===== config.mk =====
export PLATFORM = sky130hd
export DESIGN_NAME = morse_bit_stream_decoder
export DESIGN_NICKNAME = d
export VERILOG_FILES = /design/src/rtl/core/mbsd_pkg.sv /design/src/rtl/core/mbsd_step.sv /design/src/rtl/core/mbsd_out.sv /design/src/rtl/core/morse_bit_stream_decoder.sv
export SDC_FILE = /design/constraint.sdc
export NUM_CORES = 1
export LEC_CHECK = 0
export ABC_AREA = 0
export BUFFER_PORTS_ARGS = -buffer_cell sky130_fd_sc_hd__buf_4
export CORE_MARGIN = 1
export CORE_UTILIZATION = 25
export CTS_CLUSTER_DIAMETER = 100
export DETAILED_ROUTE_END_ITERATION = 8
export GPL_ROUTABILITY_DRIVEN = 1
export GPL_TIMING_DRIVEN = 0
export PLACE_DENSITY_LB_ADDON = 0.05
export SLEW_MARGIN = 15
export SYNTH_ARGS = -nofsm -noshare
export SYNTH_HDL_FRONTEND = slang
export SYNTH_SLANG_ARGS = --single-unit

===== constraint.sdc =====
create_clock -name clk -period 2.37 [get_ports clk]
set_clock_uncertainty 0.2 [all_clocks]
set_input_delay 0.3555 -clock clk [delete_from_list [all_inputs] [get_ports clk]]
set_output_delay 0.3555 -clock clk [all_outputs]
set_load 0.005 [all_outputs]

===== src/rtl/core/mbsd_pkg.sv =====
// Package for the Morse bit-stream decoder: widths, character codes,
// the result record and the Morse pattern lookup. No dependencies.
package mbsd_pkg;

	localparam int MAX_SYMBOLS = 5;
	localparam int STORE_SYMS  = 5;
	localparam int MARK_W      = 3;
	localparam int GAP_W       = 2;
	localparam int CNT_W       = $clog2(MAX_SYMBOLS + 1);
	localparam int BYTE_W      = 8;
	localparam int SEL_W       = 3;
	localparam int CHAR_W      = 7;

	localparam logic [GAP_W-1:0]  GAP_END   = 2'd3;
	localparam logic [MARK_W-1:0] MARK_DOT  = 3'd1;
	localparam logic [MARK_W-1:0] MARK_DASH = 3'd3;

	localparam logic [CHAR_W-1:0] CHAR_UNKNOWN = 7'd63;
	localparam logic [CHAR_W-1:0] CHAR_SPACE   = 7'd32;

	// One result word from the step logic to the output register
	typedef struct packed {
		logic              vld;
		logic [CHAR_W-1:0] ch;
	} mbsd_res_t;

	// Map symbol count and dash bits (bit i = symbol i, 1 = dash) to ASCII
	function automatic logic [CHAR_W-1:0] morse_lookup(
		input logic [CNT_W-1:0]      count,
		input logic [STORE_SYMS-1:0] bits
	);
		logic [CHAR_W-1:0] ch;
		ch = CHAR_UNKNOWN;
		if (count <= CNT_W'(STORE_SYMS)) begin
			unique case ({3'(count), bits})
				{3'd1, 5'd0}:  ch = 7'("E");
				{3'd1, 5'd1}:  ch = 7'("T");
				{3'd2, 5'd0}:  ch = 7'("I");
				{3'd2, 5'd1}:  ch = 7'("N");
				{3'd2, 5'd2}:  ch = 7'("A");
				{3'd2, 5'd3}:  ch = 7'("M");
				{3'd3, 5'd0}:  ch = 7'("S");
				{3'd3, 5'd1}:  ch = 7'("D");
				{3'd3, 5'd2}:  ch = 7'("R");
				{3'd3, 5'd3}:  ch = 7'("G");
				{3'd3, 5'd4}:  ch = 7'("U");
				{3'd3, 5'd5}:  ch = 7'("K");
				{3'd3, 5'd6}:  ch = 7'("W");
				{3'd3, 5'd7}:  ch = 7'("O");
				{3'd4, 5'd0}:  ch = 7'("H");
				{3'd4, 5'd1}:  ch = 7'("B");
				{3'd4, 5'd2}:  ch = 7'("L");
				{3'd4, 5'd3}:  ch = 7'("Z");
				{3'd4, 5'd4}:  ch = 7'("F");
				{3'd4, 5'd5}:  ch = 7'("C");
				{3'd4, 5'd6}:  ch = 7'("P");
				{3'd4, 5'd8}:  ch = 7'("V");
				{3'd4, 5'd9}:  ch = 7'("X");
				{3'd4, 5'd11}: ch = 7'("Q");
				{3'd4, 5'd13}: ch = 7'("Y");
				{3'd4, 5'd14}: ch = 7'("J");
				{3'd5, 5'd0}:  ch = 7'("5");
				{3'd5, 5'd1}:  ch = 7'("6");
				{3'd5, 5'd3}:  ch = 7'("7");
				{3'd5, 5'd7}:  ch = 7'("8");
				{3'd5, 5'd15}: ch = 7'("9");
				{3'd5, 5'd16}: ch = 7'("4");
				{3'd5, 5'd24}: ch = 7'("3");
				{3'd5, 5'd28}: ch = 7'("2");
				{3'd5, 5'd30}: ch = 7'("1");
				{3'd5, 5'd31}: ch = 7'("0");
				default:       ch = CHAR_UNKNOWN;
			endcase
		end
		return ch;
	endfunction

endpackage


===== src/rtl/core/mbsd_step.sv =====
// Per-unit decode step: mark/gap tracking, symbol collection and the
// character finish. Depends on mbsd_pkg.
module mbsd_step import mbsd_pkg::*; (
	input  logic              clk,
	input  logic              arst_n,
	input  logic              fire,
	input  logic [BYTE_W-1:0] data,
	input  logic [SEL_W-1:0]  key_sel,
	output mbsd_res_t         res
);

	logic [MARK_W-1:0]     mark_len_q, mark_len_d;
	logic [GAP_W-1:0]      gap_cnt_q, gap_cnt_d;
	logic [STORE_SYMS-1:0] sym_bits_q, sym_bits_d;
	logic [CNT_W-1:0]      sym_cnt_q, sym_cnt_d;
	logic                  sym_ovf_q, sym_ovf_d;
	logic                  char_end_q, char_end_d;
	logic                  key;
	logic                  add_sym;
	logic                  dash;
	logic [2:0]            sym_idx;

	assign key     = data[key_sel];
	assign dash    = (mark_len_q == MARK_DASH);
	assign add_sym = (mark_len_q == MARK_DASH) || (mark_len_q == MARK_DOT);
	assign sym_idx = 3'(sym_cnt_q);

	// Next state and result for one time unit
	always_comb begin
		mark_len_d = mark_len_q;
		gap_cnt_d  = gap_cnt_q;
		sym_bits_d = sym_bits_q;
		sym_cnt_d  = sym_cnt_q;
		sym_ovf_d  = sym_ovf_q;
		char_end_d = char_end_q;
		res.vld    = 1'b0;
		res.ch     = CHAR_SPACE;
		if (key) begin
			// extend the mark, saturating
			char_end_d = 1'b0;
			if (mark_len_q != '1) begin
				mark_len_d = mark_len_q + MARK_W'(1);
			end
		end else begin
			if (gap_cnt_q != GAP_END) begin
				gap_cnt_d = gap_cnt_q + GAP_W'(1);
			end
			if (mark_len_q != '0) begin
				// close the mark: keep dots and dashes, drop other lengths
				mark_len_d = '0;
				if (add_sym) begin
					if (sym_cnt_q < CNT_W'(MAX_SYMBOLS)) begin
						if (sym_cnt_q < CNT_W'(STORE_SYMS) && dash) begin
							sym_bits_d[sym_idx] = 1'b1;
						end
						sym_cnt_d = sym_cnt_q + CNT_W'(1);
					end else begin
						sym_ovf_d = 1'b1;
					end
				end
			end else if (gap_cnt_d == GAP_END) begin
				// finish the character or emit a word space
				if (sym_cnt_q != '0 || sym_ovf_q) begin
					res.vld = fire;
					res.ch  = sym_ovf_q ? CHAR_UNKNOWN : morse_lookup(sym_cnt_q, sym_bits_q);
				end else if (char_end_q) begin
					res.vld = fire;
					res.ch  = CHAR_SPACE;
				end
				char_end_d = 1'b1;
				sym_bits_d = '0;
				sym_cnt_d  = '0;
				sym_ovf_d  = 1'b0;
				gap_cnt_d  = '0;
			end
		end
	end

	// Commit state on each processed unit
	always_ff @(posedge clk or negedge arst_n) begin
		if (!arst_n) begin
			mark_len_q <= '0;
			gap_cnt_q  <= '0;
			sym_bits_q <= '0;
			sym_cnt_q  <= '0;
			sym_ovf_q  <= 1'b0;
			char_end_q <= 1'b0;
		end else if (fire) begin
			mark_len_q <= mark_len_d;
			gap_cnt_q  <= gap_cnt_d;
			sym_bits_q <= sym_bits_d;
			sym_cnt_q  <= sym_cnt_d;
			sym_ovf_q  <= sym_ovf_d;
			char_end_q <= char_end_d;
		end
	end

endmodule


===== src/rtl/core/mbsd_out.sv =====
// Output register for decoded characters with downstream handshake.
// Depends on mbsd_pkg.
module mbsd_out import mbsd_pkg::*; (
	input  logic              clk,
	input  logic              arst_n,
	input  mbsd_res_t         res,
	output logic              advance,
	output logic              out_valid,
	input  logic              out_ready,
	output logic [CHAR_W-1:0] out_char
);

	logic              vld_q;
	logic [CHAR_W-1:0] ch_q;

	// The register can take a new word when empty or being drained
	assign advance   = !vld_q || out_ready;
	assign out_valid = vld_q;
	assign out_char  = ch_q;

	// Hold valid until taken
	always_ff @(posedge clk or negedge arst_n) begin
		if (!arst_n) begin
			vld_q <= 1'b0;
		end else if (advance) begin
			vld_q <= res.vld;
		end
	end

	// Load payload only with a new result
	always_ff @(posedge clk) begin
		if (advance && res.vld) begin
			ch_q <= res.ch;
		end
	end

endmodule


===== src/rtl/core/morse_bit_stream_decoder.sv =====
// Morse bit-stream decoder: one byte per Morse time unit in, one ASCII
// character out per finished character or word gap. A word is accepted every
// cycle while results are taken; a unit passes the input register, then the
// combinational step logic, then the output register, which holds its result.
// Throughput is one unit per clock, and the input stalls only while the output
// register holds a word not yet taken.
// Depends on mbsd_pkg, mbsd_step and mbsd_out.
module morse_bit_stream_decoder import mbsd_pkg::*; (
	input  logic       clk,
	input  logic       arst_n,
	input  logic       s_axis_tvalid,
	output logic       s_axis_tready,
	input  logic [7:0] s_axis_tdata,  // [7:0] data_byte
	output logic       m_axis_tvalid,
	input  logic       m_axis_tready,
	output logic [7:0] m_axis_tdata,  // [6:0] decoded_char, [7] zero
	input  logic       cfg_valid,
	output logic       cfg_ready,
	input  logic [2:0] cfg_data      // key_bit_select
);

	logic [SEL_W-1:0]  key_sel_q;
	logic              valid_s1;
	logic [BYTE_W-1:0] data_s1;
	logic              advance;
	logic              fire;
	logic              s_fire;
	logic [CHAR_W-1:0] out_char;
	mbsd_res_t         res;

	assign cfg_ready     = 1'b1;
	assign s_axis_tready = !valid_s1 || advance;
	assign s_fire        = s_axis_tvalid && s_axis_tready;
	assign fire          = valid_s1 && advance;
	assign m_axis_tdata  = {1'b0, out_char};

	// Key bit select register
	always_ff @(posedge clk or negedge arst_n) begin
		if (!arst_n) begin
			key_sel_q <= '0;
		end else if (cfg_valid && cfg_ready) begin
			key_sel_q <= cfg_data;
		end
	end

	// Input stage valid
	always_ff @(posedge clk or negedge arst_n) begin
		if (!arst_n) begin
			valid_s1 <= 1'b0;
		end else if (s_fire) begin
			valid_s1 <= 1'b1;
		end else if (advance) begin
			valid_s1 <= 1'b0;
		end
	end

	// Input stage payload
	always_ff @(posedge clk) begin
		if (s_fire) begin
			data_s1 <= s_axis_tdata;
		end
	end

	mbsd_step u_step (
		.clk     (clk),
		.arst_n  (arst_n),
		.fire    (fire),
		.data    (data_s1),
		.key_sel (key_sel_q),
		.res     (res)
	);

	mbsd_out u_out (
		.clk       (clk),
		.arst_n    (arst_n),
		.res       (res),
		.advance   (advance),
		.out_valid (m_axis_tvalid),
		.out_ready (m_axis_tready),
		.out_char  (out_char)
	);

endmodule


After elaboration in Yosys (flattened, before gate mapping)
Index checks and enable logic that the tools add are counted.
{"block": "word_totals", "inputBits": 16, "out_inout_bits": 11, "reg_bits": 35, "word_cells": 130}
{"block": "classes", "bitwise_logic": 3, "eq_ne": 47, "mux": 37, "add_sub_neg": 3, "magnitude_cmp": 5, "reduce_logical": 24}
{"op": "one-hot mux 7 bit (36 select lines)", "count": 1}
{"op": "== test 8 bit (second input constant)", "count": 22}
{"op": "== test 8 x 7 -> 1 bit (second input constant)", "count": 12}
{"op": "2-to-1 mux 8 bit", "count": 5}
{"op": "2-to-1 mux 5 bit", "count": 5}
{"op": "2-to-1 mux 3 bit", "count": 7}
{"op": "== test 8 x 6 -> 1 bit (second input constant)", "count": 2}
{"op": "2-to-1 mux 7 bit", "count": 2}
{"op": "2-to-1 mux 1 bit", "count": 11}
{"op": "!= test 2 bit (second input constant)", "count": 5}
{"op": "AND reduction 5 bit", "count": 2}
{"op": "< comparator 3 x 4 -> 1 bit (second input constant)", "count": 2}
{"op": "2-to-1 mux 2 bit", "count": 4}
{"op": "nonzero test 2 bit", "count": 4}
{"op": "adder 3 x 1 -> 3 bit (second input constant)", "count": 2}
{"op": "AND reduction 3 bit", "count": 2}
{"op": "AND reduction 6 bit", "count": 1}
{"op": "nonzero test 3 bit", "count": 2}
{"op": "logical AND 1 bit", "count": 5}
{"op": "OR 5 bit", "count": 1}
{"op": "logical OR 1 bit", "count": 4}
{"op": "!= test 2 x 1 -> 1 bit (second input constant)", "count": 2}
{"op": "binary-select mux 1 bit (select 3 bit)", "count": 1}
{"op": "demux 1 bit (select 3 bit)", "count": 1}
{"op": "12 further kinds", "count": 14}

Depth between registers and ports, before layout
Gate-level depths: netlist (run 1).
{"block": "logic_depth", "ltp_word": 9, "ltp_mapped": 7, "depth_no_buf": 7}

Cells and area by module
From an unflattened synthesis (run 1), not the netlist that was laid out.
{"block": "unflattened", "hier_cells": 260, "area_unflattened_um2": 2428.6}
{"mod": "mbsd_step", "seq_area_each_um2": 375.4, "instances": 1, "area_per_inst_um2": 1735.4, "cells_each": 226}
{"mod": "morse_bit_stream_decoder", "seq_area_each_um2": 340.3, "instances": 1, "area_per_inst_um2": 429.2, "cells_each": 23}
{"mod": "mbsd_out", "seq_area_each_um2": 235.2, "instances": 1, "area_per_inst_um2": 264.0, "cells_each": 11}

Worst setup path after synthesis (run 1)
Ideal clock, no wire load.
{"block": "synth_timing", "path_kind": "reg-to-reg", "startpoint": "reg key_sel_q[1]", "endpoint": "reg u_out.ch_q[0] (netlist: u_out.out_char[0]), enable pin", "setup_slack_ns": -0.133, "arrival_time_ns": 1.943, "required_ns": 1.810, "path_stages_with_launch": 6, "setup_time_ns": 0.360, "synth_period_minus_slack_ns": 2.503, "n_path_buf": 0, "path_cell_list": "dfrtp_1 > mux4_2 > mux2_2 > nor2_1 > nand2_1 > nor2_1"}
{"block": "synth_via", "elab_chain_len": 4}
{"item": "start, declared", "line_no": "morse_bit_stream_decoder.sv:22", "rtl": "logic [SEL_W-1:0] key_sel_q;"}
{"item": "start signal, assigned", "line_no": "morse_bit_stream_decoder.sv:42", "rtl": "key_sel_q <= cfg_data;"}
{"item": "binary-select mux 1 bit (select 3 bit)", "line_no": "mbsd_step.sv:23", "rtl": "assign key = data[key_sel];"}
{"item": "2-to-1 mux 1 bit (implied by the code)", "line_no": "mbsd_step.sv:23"}
{"item": "2-to-1 mux 8 bit", "line_no": "mbsd_step.sv:38", "rtl": "if (key) begin"}
{"item": "logical AND 1 bit", "line_no": "mbsd_out.sv:32", "rtl": "if (advance && res.vld) begin"}
{"item": "end signal, assigned", "line_no": "mbsd_out.sv:33", "rtl": "ch_q <= res.ch;"}
{"item": "end, declared", "line_no": "mbsd_out.sv:14", "rtl": "logic [CHAR_W-1:0] ch_q;"}
Every way passes these cells. The select of a mux whose other input is x is not followed.
A chain may end at the register's enable or synchronous reset.

Final worst setup path (run 1)
{"block": "layout_timing", "startpoint": "reg u_step.sym_cnt_q[1]", "endpoint": "reg u_out.ch_q[5] (netlist: u_out.out_char[5]), data pin"}
{"block": "layout_via", "elab_chain_len": 5, "elab_cells_between_ends": 43, "cone_classes": "1 x order compare; 36 x eq/ne; 4 x mux; 2 x reduce/logical"}
{"item": "start, declared", "line_no": "mbsd_step.sv:15", "rtl": "logic [CNT_W-1:0] sym_cnt_q, sym_cnt_d;"}
{"item": "start signal, assigned", "line_no": "mbsd_step.sv:92", "rtl": "sym_cnt_q <= sym_cnt_d;"}
{"item": "== test 8 bit, or another cell as far along", "line_no": "mbsd_pkg.sv:35", "rtl": "unique case ({3'(count), bits})"}
{"item": "one-hot mux 7 bit (36 select lines)", "line_no": "mbsd_pkg.sv:35"}
{"item": "2-to-1 mux 7 bit", "line_no": "mbsd_pkg.sv:34", "rtl": "if (count <= CNT_W'(STORE_SYMS)) begin"}
{"item": "2-to-1 mux 7 bit", "line_no": "mbsd_step.sv:65", "rtl": "res.ch = sym_ovf_q ? CHAR_UNKNOWN : morse_lookup(sym_cnt_q, sym_bits_q);"}
{"item": "2-to-1 mux 8 bit (*)", "line_no": "mbsd_step.sv:63", "rtl": "if (sym_cnt_q != '0 || sym_ovf_q) begin"}
Every way passes the cells marked *; elsewhere a longest branch is shown, timed or not.

==> results of run 1 <==
## per-stage QoR
stage	hold WS [ns]	total power [mW]	area [um^2]	setup slack (ns)
2_1_floorplan	-0.1401	1.960	2315	-0.05315
3_3_place_gp	0.06251	2.437	2630	-0.4084
3_5_place_dp	0.06416	2.399	2630	-0.3646
4_1_cts	0.02717	2.965	2818	-0.09513
5_1_grt	0.01543	3.235	2844	-0.08968
6_report	0.04003	2.985	2844	-0.009241
## layer usage
layer	vias to the layer above	track usage	part of all wire
li1	986	-	-
met1	965	0.1716	0.45
met5	-	0	0
met4	0	0.05012	0.017
met3	8	0.03436	0.052
met2	69	0.2405	0.48
## layout make-up
type                            instances  area share
Inverter                                9     0.01232
Multi-Input combinational cell        182      0.4685
Buffer                                 16     0.03036
Clock inverter                          2    0.003080
Clock buffer                            6     0.02552
Tap cell                              108     0.04751
Sequential cell                        35      0.3352
Timing Repair Buffer                   29     0.07743
## cell families (layout without fill, tap and decap cells)
kind of cell    Yosys count  after routing  synth area share
flops                    35             35            0.4139
simple gates             91             91            0.2162
other cells               2              2          0.003269
mux                       9              9           0.05229
compound gates           70             70            0.2102
fa+ha+maj                 8              8           0.04357
xor+xnor                  2              2          0.007627
buf+inv                  27             62           0.05283
## registers in the layout, summed over array words and instances, names as in the netlist
| register | count |
|---|---|
| u_step.gap_cnt_q | 2 |
| u_step.mark_len_q | 3 |
| valid_s1 | 1 |
| u_step.sym_cnt_q | 3 |
| u_step.sym_ovf_q | 1 |
| u_step.char_end_q | 1 |
| u_step.sym_bits_q | 5 |
| data_s1 | 8 |
| key_sel_q | 3 |
| u_out.out_char | 7 |
| u_out.out_valid | 1 |
## synthesized netlist by cell type (3+ instances only)
library cell,number
a211oi_1,4
o21ai_0,15
nor3_1,5
nor2_1,20
nor2b_1,7
nand4_1,4
ha_1,8
dfrtp_1,20
a41oi_1,6
inv_1,8
a21oi_1,12
mux2_2,4
edfxtp_1,15
buf_1,3
nand2b_1,9
clkbuf_1,8
nor4_1,5
buf_2,4
or4_1,3
o211ai_1,3
nand3_1,6
mux2i_1,3
a31oi_1,9
nor4b_1,3
o22a_1,3
nand2_1,17
## worst max-delay path, cell delays in order, from the launching register on
cell,delay [ns]
dfrtp_2,0.45
or4b_4,0.50
or4_4,0.44
a21oi_4,0.18
nor3_4,0.07
or3_1,0.30
## how the worst max path moves through the flow
stage / start / to / slack, ns / cells past startpoint
floorplan: u_step.sym_bits_q[1]$_DFFE_PN0P_ / u_out.out_char[5]$_SDFFCE_PP1P_ / -0.05 / 6
detailed placement: key_sel_q[1]$_DFFE_PN0P_ / u_out.out_char[5]$_SDFFCE_PP1P_ / -0.36 / 4
global placement: key_sel_q[1]$_DFFE_PN0P_ / u_out.out_char[5]$_SDFFCE_PP1P_ / -0.41 / 4
finish: u_step.sym_cnt_q[1]$_DFFE_PN0P_ / u_out.out_char[5]$_SDFFCE_PP1P_ / -0.009 / 5
global route: key_sel_q[1]$_DFFE_PN0P_ / u_out.out_char[5]$_SDFFCE_PP1P_ / -0.09 / 4
CTS: u_step.sym_bits_q[1]$_DFFE_PN0P_ / u_out.out_char[5]$_SDFFCE_PP1P_ / -0.1 / 6
## report_power, final
group / internal [mW] / total (mW) / switching, mW
logic: 0.639 / 1.67 / 1.03
registers: 0.778 / 0.893 / 0.115
clock network: 0.202 / 0.425 / 0.222
total: 1.62 / 2.98 / 1.36
## what timing repair did
item / in CTS / in global routing
hold buffers: 1 / 0
buffers inserted: 3 / 1
resized for setup: 20 / 13
setup endpoints to repair: 22 / 19
pin swaps: 6 / 3
endpoints found under the hold margin: 20 / 0
==> run_results.csv, run 1 <==
group,metric,value,unit
finish,layout.nets,302,
floorplan,die_h,97.86,um
yosys,synthArstFlopShare,0.5714,
grt,grt_overflow,0,
clock_tree,cts_buffers,5,
timing,setup_violations,1,
clock_tree,clk_path_buf_depth,2,
grt,grt_pass1_vias,2092,
hold_path,hold_end,"data_s1[5]$_DFFE_PP_",
pwr,p_leak,1.069,nW
yosys,synth_top_area_share,0.2179,
yosys,synth_ff_type,"dfrtp_1",
finish,area_growth,23.80,%
timing,period_share,1.004,
clock_tree,numClockSinks,35,
timing,max_freq,0.4203,GHz
yosys,yosys_warnings,0,
critical_path,start_kind,"flip-flop",
critical_path,reg2reg_slack,-0.009,ns
clock_tree,cts_tree,"built",
floorplan,fp.dieW,97.86,um
detailed_routing,drt-initial-drc-count,105,
placed_design,place.gp.congestion,0.8182,
timing,slew_violations,0,
finish,post-route-util,0.3230,
finish,multi_input_area,0.001333,mm^2
placed_design,hpwl,4608,um
yosys,synth_area_leader_cell,"dfrtp_1",
detailed_routing,firstDrtPassIters,6,
critical_path,cp_max_fo,6,
detailed_routing,wl,6397,um
clock_tree,ctsHtreeMaxLevel,2,
yosys,ys_types,57,
grt,grt_pass1_wl,10530,um
timing,hold_violations,0,
hold_path,min-delay-start,"s_axis_tdata[5]",
floorplan,rows,34,
finish,mostFrequentLayoutCells,"buf_4, dfrtp_1, nor2_1, nand2_1, edfxtp_1",
critical_path,crit_required,2.21,ns
yosys,synth_area,0.002297,mm^2
clock_tree,clockRootBuffer,"clkbuf_8",
hold_path,hold_class,"input pin to flip-flop",
outcome,status,"complete, but fails checks",
grt,grt_max_degree,21,
finish,drive_above_1_share,0.2724,
pwr,power.density,1050,mW/mm^2
critical_path,r2r-start,"u_step.sym_cnt_q[1]$_DFFE_PN0P_",
clock_tree,worstSkewPairLatency,0.29,ns
yosys,yosysSeqAreaShare,0.4139,
timing,slew_headroom,0.6560,
critical_path,critical_path_arrival,2.22,ns
detailed_routing,wl_per_cell,16.53,um
finish,instances_no_fill,387,
yosys,syn_inst,244,
floorplan,coreArea,0.008806,mm^2
yosys,synth_fp_nets,268,
finish,nFillCells,931,
yosys,netlist_top_cells_area,"dfrtp_1, edfxtp_1, ha_1, nor2_1, o21ai_0",
yosys,synth-seq-cells,35,
grt,track_usage,0.1407,
yosys,syn_avg_cell_area,9.415,um^2
clock_tree,cts.clk_slew.worst_paths,0.07,ns
detailed_routing,vias,2028,
placed_design,placed_cells,376,
timing,period_needed,2.379,ns
floorplan,ios,27,
critical_path,critPathKind,"flip-flop to flip-flop",
detailed_routing,viasPerCell,5.240,
critical_path,worst_r2r_endpoint,"u_out.out_char[5]$_SDFFCE_PP1P_",
yosys,synth_edf_count,15,
timing,worst_slew_pin_slew,0.5112,ns
floorplan,start_util,0.2609,
timing,tns,-0.009241,ns
critical_path,r2r_cells,5,
floorplan,die-area,0.009577,mm^2
detailed_routing,ant_nets,0,
outcome,violations,"DRC, setup timing",
pwr,vdd_ir_drop_max,346.5,uV
critical_path,end_kind,"flip-flop",
finish,seq_area,953.4,um^2
timing,rsz0062_at_grt,"yes",
grt,antenna_found_initial,0,
placed_design,port_buffers,24,
finish,layout_commonest_cell,"buf_4",
finish,antennaDiodeCount,0,
run,maxCapViolations,0,
detailed_routing,route.detailed.drc,2,
hold_path,holdPathStages,1,
timing,fin_ws,-0.009241,ns
No activity file was read; power rests on OpenSTA's default activity.
==> run 2, diff against run 1 <==
SKIP_CTS_REPAIR_TIMING = 1   (was default)
==> run 2 against run 1 <==
Effect of this change: the run still ends with DRC, setup timing left; die area unchanged; total power is 1.4% higher; critical endpoint unchanged; via count is 1.4% higher.
==> run_results.csv, run 2 (synthesis results as in run 1) <==
group,metric,value,unit
outcome,status,"complete, but fails checks",
outcome,violations,"DRC, setup timing",
placed_design,place.gp.congestion,0.8182,
pwr,intPower,1.644,mW
finish,layout.nets,304,
detailed_routing,firstDrtPassIters,9,
finish,antennaDiodeCount,0,
finish,multi_input_area,0.001351,mm^2
critical_path,critPathKind,"flip-flop to flip-flop",
clock_tree,ctsHtreeMaxLevel,2,
pwr,swShare,0.4566,
critical_path,reg2reg_slack,-0.09,ns
finish,instances_no_fill,389,
critical_path,crit_required,2.21,ns
critical_path,worst_r2r_endpoint,"u_out.out_char[5]$_SDFFCE_PP1P_",
pwr,seqPwrFrac,0.294,
pwr,power.density,1049,mW/mm^2
grt,antenna_found_initial,0,
pwr,combinationalPowerShare,0.565,
critical_path,start_kind,"flip-flop",
detailed_routing,ant_nets,0,
hold_path,hold_class,"input pin to flip-flop",
detailed_routing,route.detailed.drc,2,
hold_path,min-delay-start,"s_axis_tdata[5]",
placed_design,hpwl,4608,um
detailed_routing,wl,6391,um
run,maxCapViolations,0,
finish,area_growth,25.54,%
clock_tree,clockRootBuffer,"clkbuf_8",
timing,worst_slew_pin_slew,0.5194,ns
finish,post-route-util,0.3275,
grt,grt_max_degree,21,
detailed_routing,drt-initial-drc-count,110,
timing,fin_ws,-0.09251,ns
pwr,p_clk_frac,0.140,
finish,finalInstanceArea,0.002884,mm^2
clock_tree,cts_buffers,5,
placed_design,port_buffers,24,
pwr,p_leak,1.084,nW
grt,track_usage,0.1379,
floorplan,fp.dieW,97.86,um
finish,layout_commonest_cell,"buf_4",
hold_path,hold_end,"data_s1[5]$_DFFE_PP_",
pwr,p_sw,1.382,mW
timing,hold_violations,0,
finish,seq_area,953.4,um^2
critical_path,r2r-start,"u_step.sym_bits_q[1]$_DFFE_PN0P_",
grt,grt_overflow,0,
timing,setup_violations,6,
finish,mostFrequentLayoutCells,"buf_4, dfrtp_1, nor2_1",
floorplan,ios,27,
critical_path,end_kind,"flip-flop",
finish,drive_above_1_share,0.2883,
timing,slew_violations,0,
timing,rsz0062_at_grt,"yes",
critical_path,cp_max_fo,2,
grt,grt_pass1_wl,10280,um
grt,grt_pass1_vias,2044,
detailed_routing,vias,2056,
pwr,vdd_ir_drop_max,356.4,uV
clock_tree,worstSkewPairLatency,0.29,ns
timing,max_freq,0.4061,GHz
floorplan,die-area,0.009577,mm^2
hold_path,holdPathStages,1,
timing,period_share,1.039,
detailed_routing,viasPerCell,5.285,
timing,slew_headroom,0.6505,
timing,period_needed,2.463,ns
clock_tree,cts_tree,"built",
pwr,total_power,3.026,mW
placed_design,placed_cells,376,
finish,nFillCells,924,
clock_tree,clk_path_buf_depth,2,
floorplan,die_h,97.86,um
placed_design,dpl-instance-area,0.002630,mm^2
clock_tree,numClockSinks,35,
detailed_routing,wl_per_cell,16.43,um
critical_path,r2r_cells,6,
finish,top_register,"data_s1",
floorplan,rows,34,
floorplan,start_util,0.2609,
finish,largest_reg_flops,8,
critical_path,critical_path_arrival,2.30,ns
clock_tree,cts.clk_slew.worst_paths,0.07,ns
floorplan,coreArea,0.008806,mm^2
==> run 2: power groups by stage <==
stage | Sequential [mW] | Clock [mW] | Combinational (mW)
final | 0.891 | 0.425 | 1.71
after global routing | 0.915 | 0.478 | 1.89
after CTS | 0.882 | 0.453 | 1.51
after detailed placement | 0.894 | 0 | 1.50
after global placement | 0.897 | 0 | 1.54
after floorplan | 0.869 | 0 | 1.09
==> run 2: cell type report <==
| type | count | share of cell area |
|---|---|---|
| multi-input cells | 182 | 0.4685 |
| clock inverters | 2 | 0.003037 |
| inverters | 9 | 0.01302 |
| clock buffers | 6 | 0.02516 |
| repair buffers | 30 | 0.07896 |
| plain buffers | 17 | 0.03384 |
| flip-flops and latches | 35 | 0.3306 |
| well taps | 108 | 0.04685 |
==> run 2: worst max-delay path by stage <==
| stage | start | end | slack [ns] | depth (start not counted) |
|---|---|---|---|---|
| after floorplan | u_step.sym_bits_q[1]$_DFFE_PN0P_ | u_out.out_char[5]$_SDFFCE_PP1P_ | -0.05 | 6 |
| after global placement | key_sel_q[1]$_DFFE_PN0P_ | u_out.out_char[5]$_SDFFCE_PP1P_ | -0.41 | 4 |
| after detailed placement | key_sel_q[1]$_DFFE_PN0P_ | u_out.out_char[5]$_SDFFCE_PP1P_ | -0.36 | 4 |
| after CTS | key_sel_q[1]$_DFFE_PN0P_ | u_out.out_char[5]$_SDFFCE_PP1P_ | -0.39 | 4 |
| after global routing | u_step.sym_bits_q[1]$_DFFE_PN0P_ | u_out.out_char[5]$_SDFFCE_PP1P_ | -0.14 | 6 |
| final | u_step.sym_bits_q[1]$_DFFE_PN0P_ | u_out.out_char[5]$_SDFFCE_PP1P_ | -0.09 | 6 |
==> run 2: per-layer routing <==
| metal | global-route usage | part of all wire | vias up |
|---|---|---|---|
| met3 | 0.03364 | 0.044 | 6 |
| met2 | 0.2308 | 0.50 | 64 |
| met4 | 0.05828 | 0.016 | 0 |
| met5 | 0 | 0 | - |
| met1 | 0.1688 | 0.45 | 992 |
| li1 | - | - | 994 |
==> run 2: critical path, cell delays in order, from the launching register on <==
cell and delay (ns):
dfrtp_1 0.37, buf_6 0.11, or4b_4 0.53, or4_4 0.45, a21oi_4 0.20, nor3_4 0.06
or3_1 0.30
==> run 2: through the flow <==
step / worst slack (ns) / hold slack, ns / TNS [ns]
6_report: -0.09251 / 0.04017 / -0.2524
5_1_grt: -0.1370 / 0.01543 / -0.6071
3_3_place_gp: -0.4084 / 0.06251 / -6.191
3_5_place_dp: -0.3646 / 0.06416 / -4.580
2_1_floorplan: -0.05315 / -0.1401 / -0.06169
4_1_cts: -0.3872 / -0.2577 / -4.913
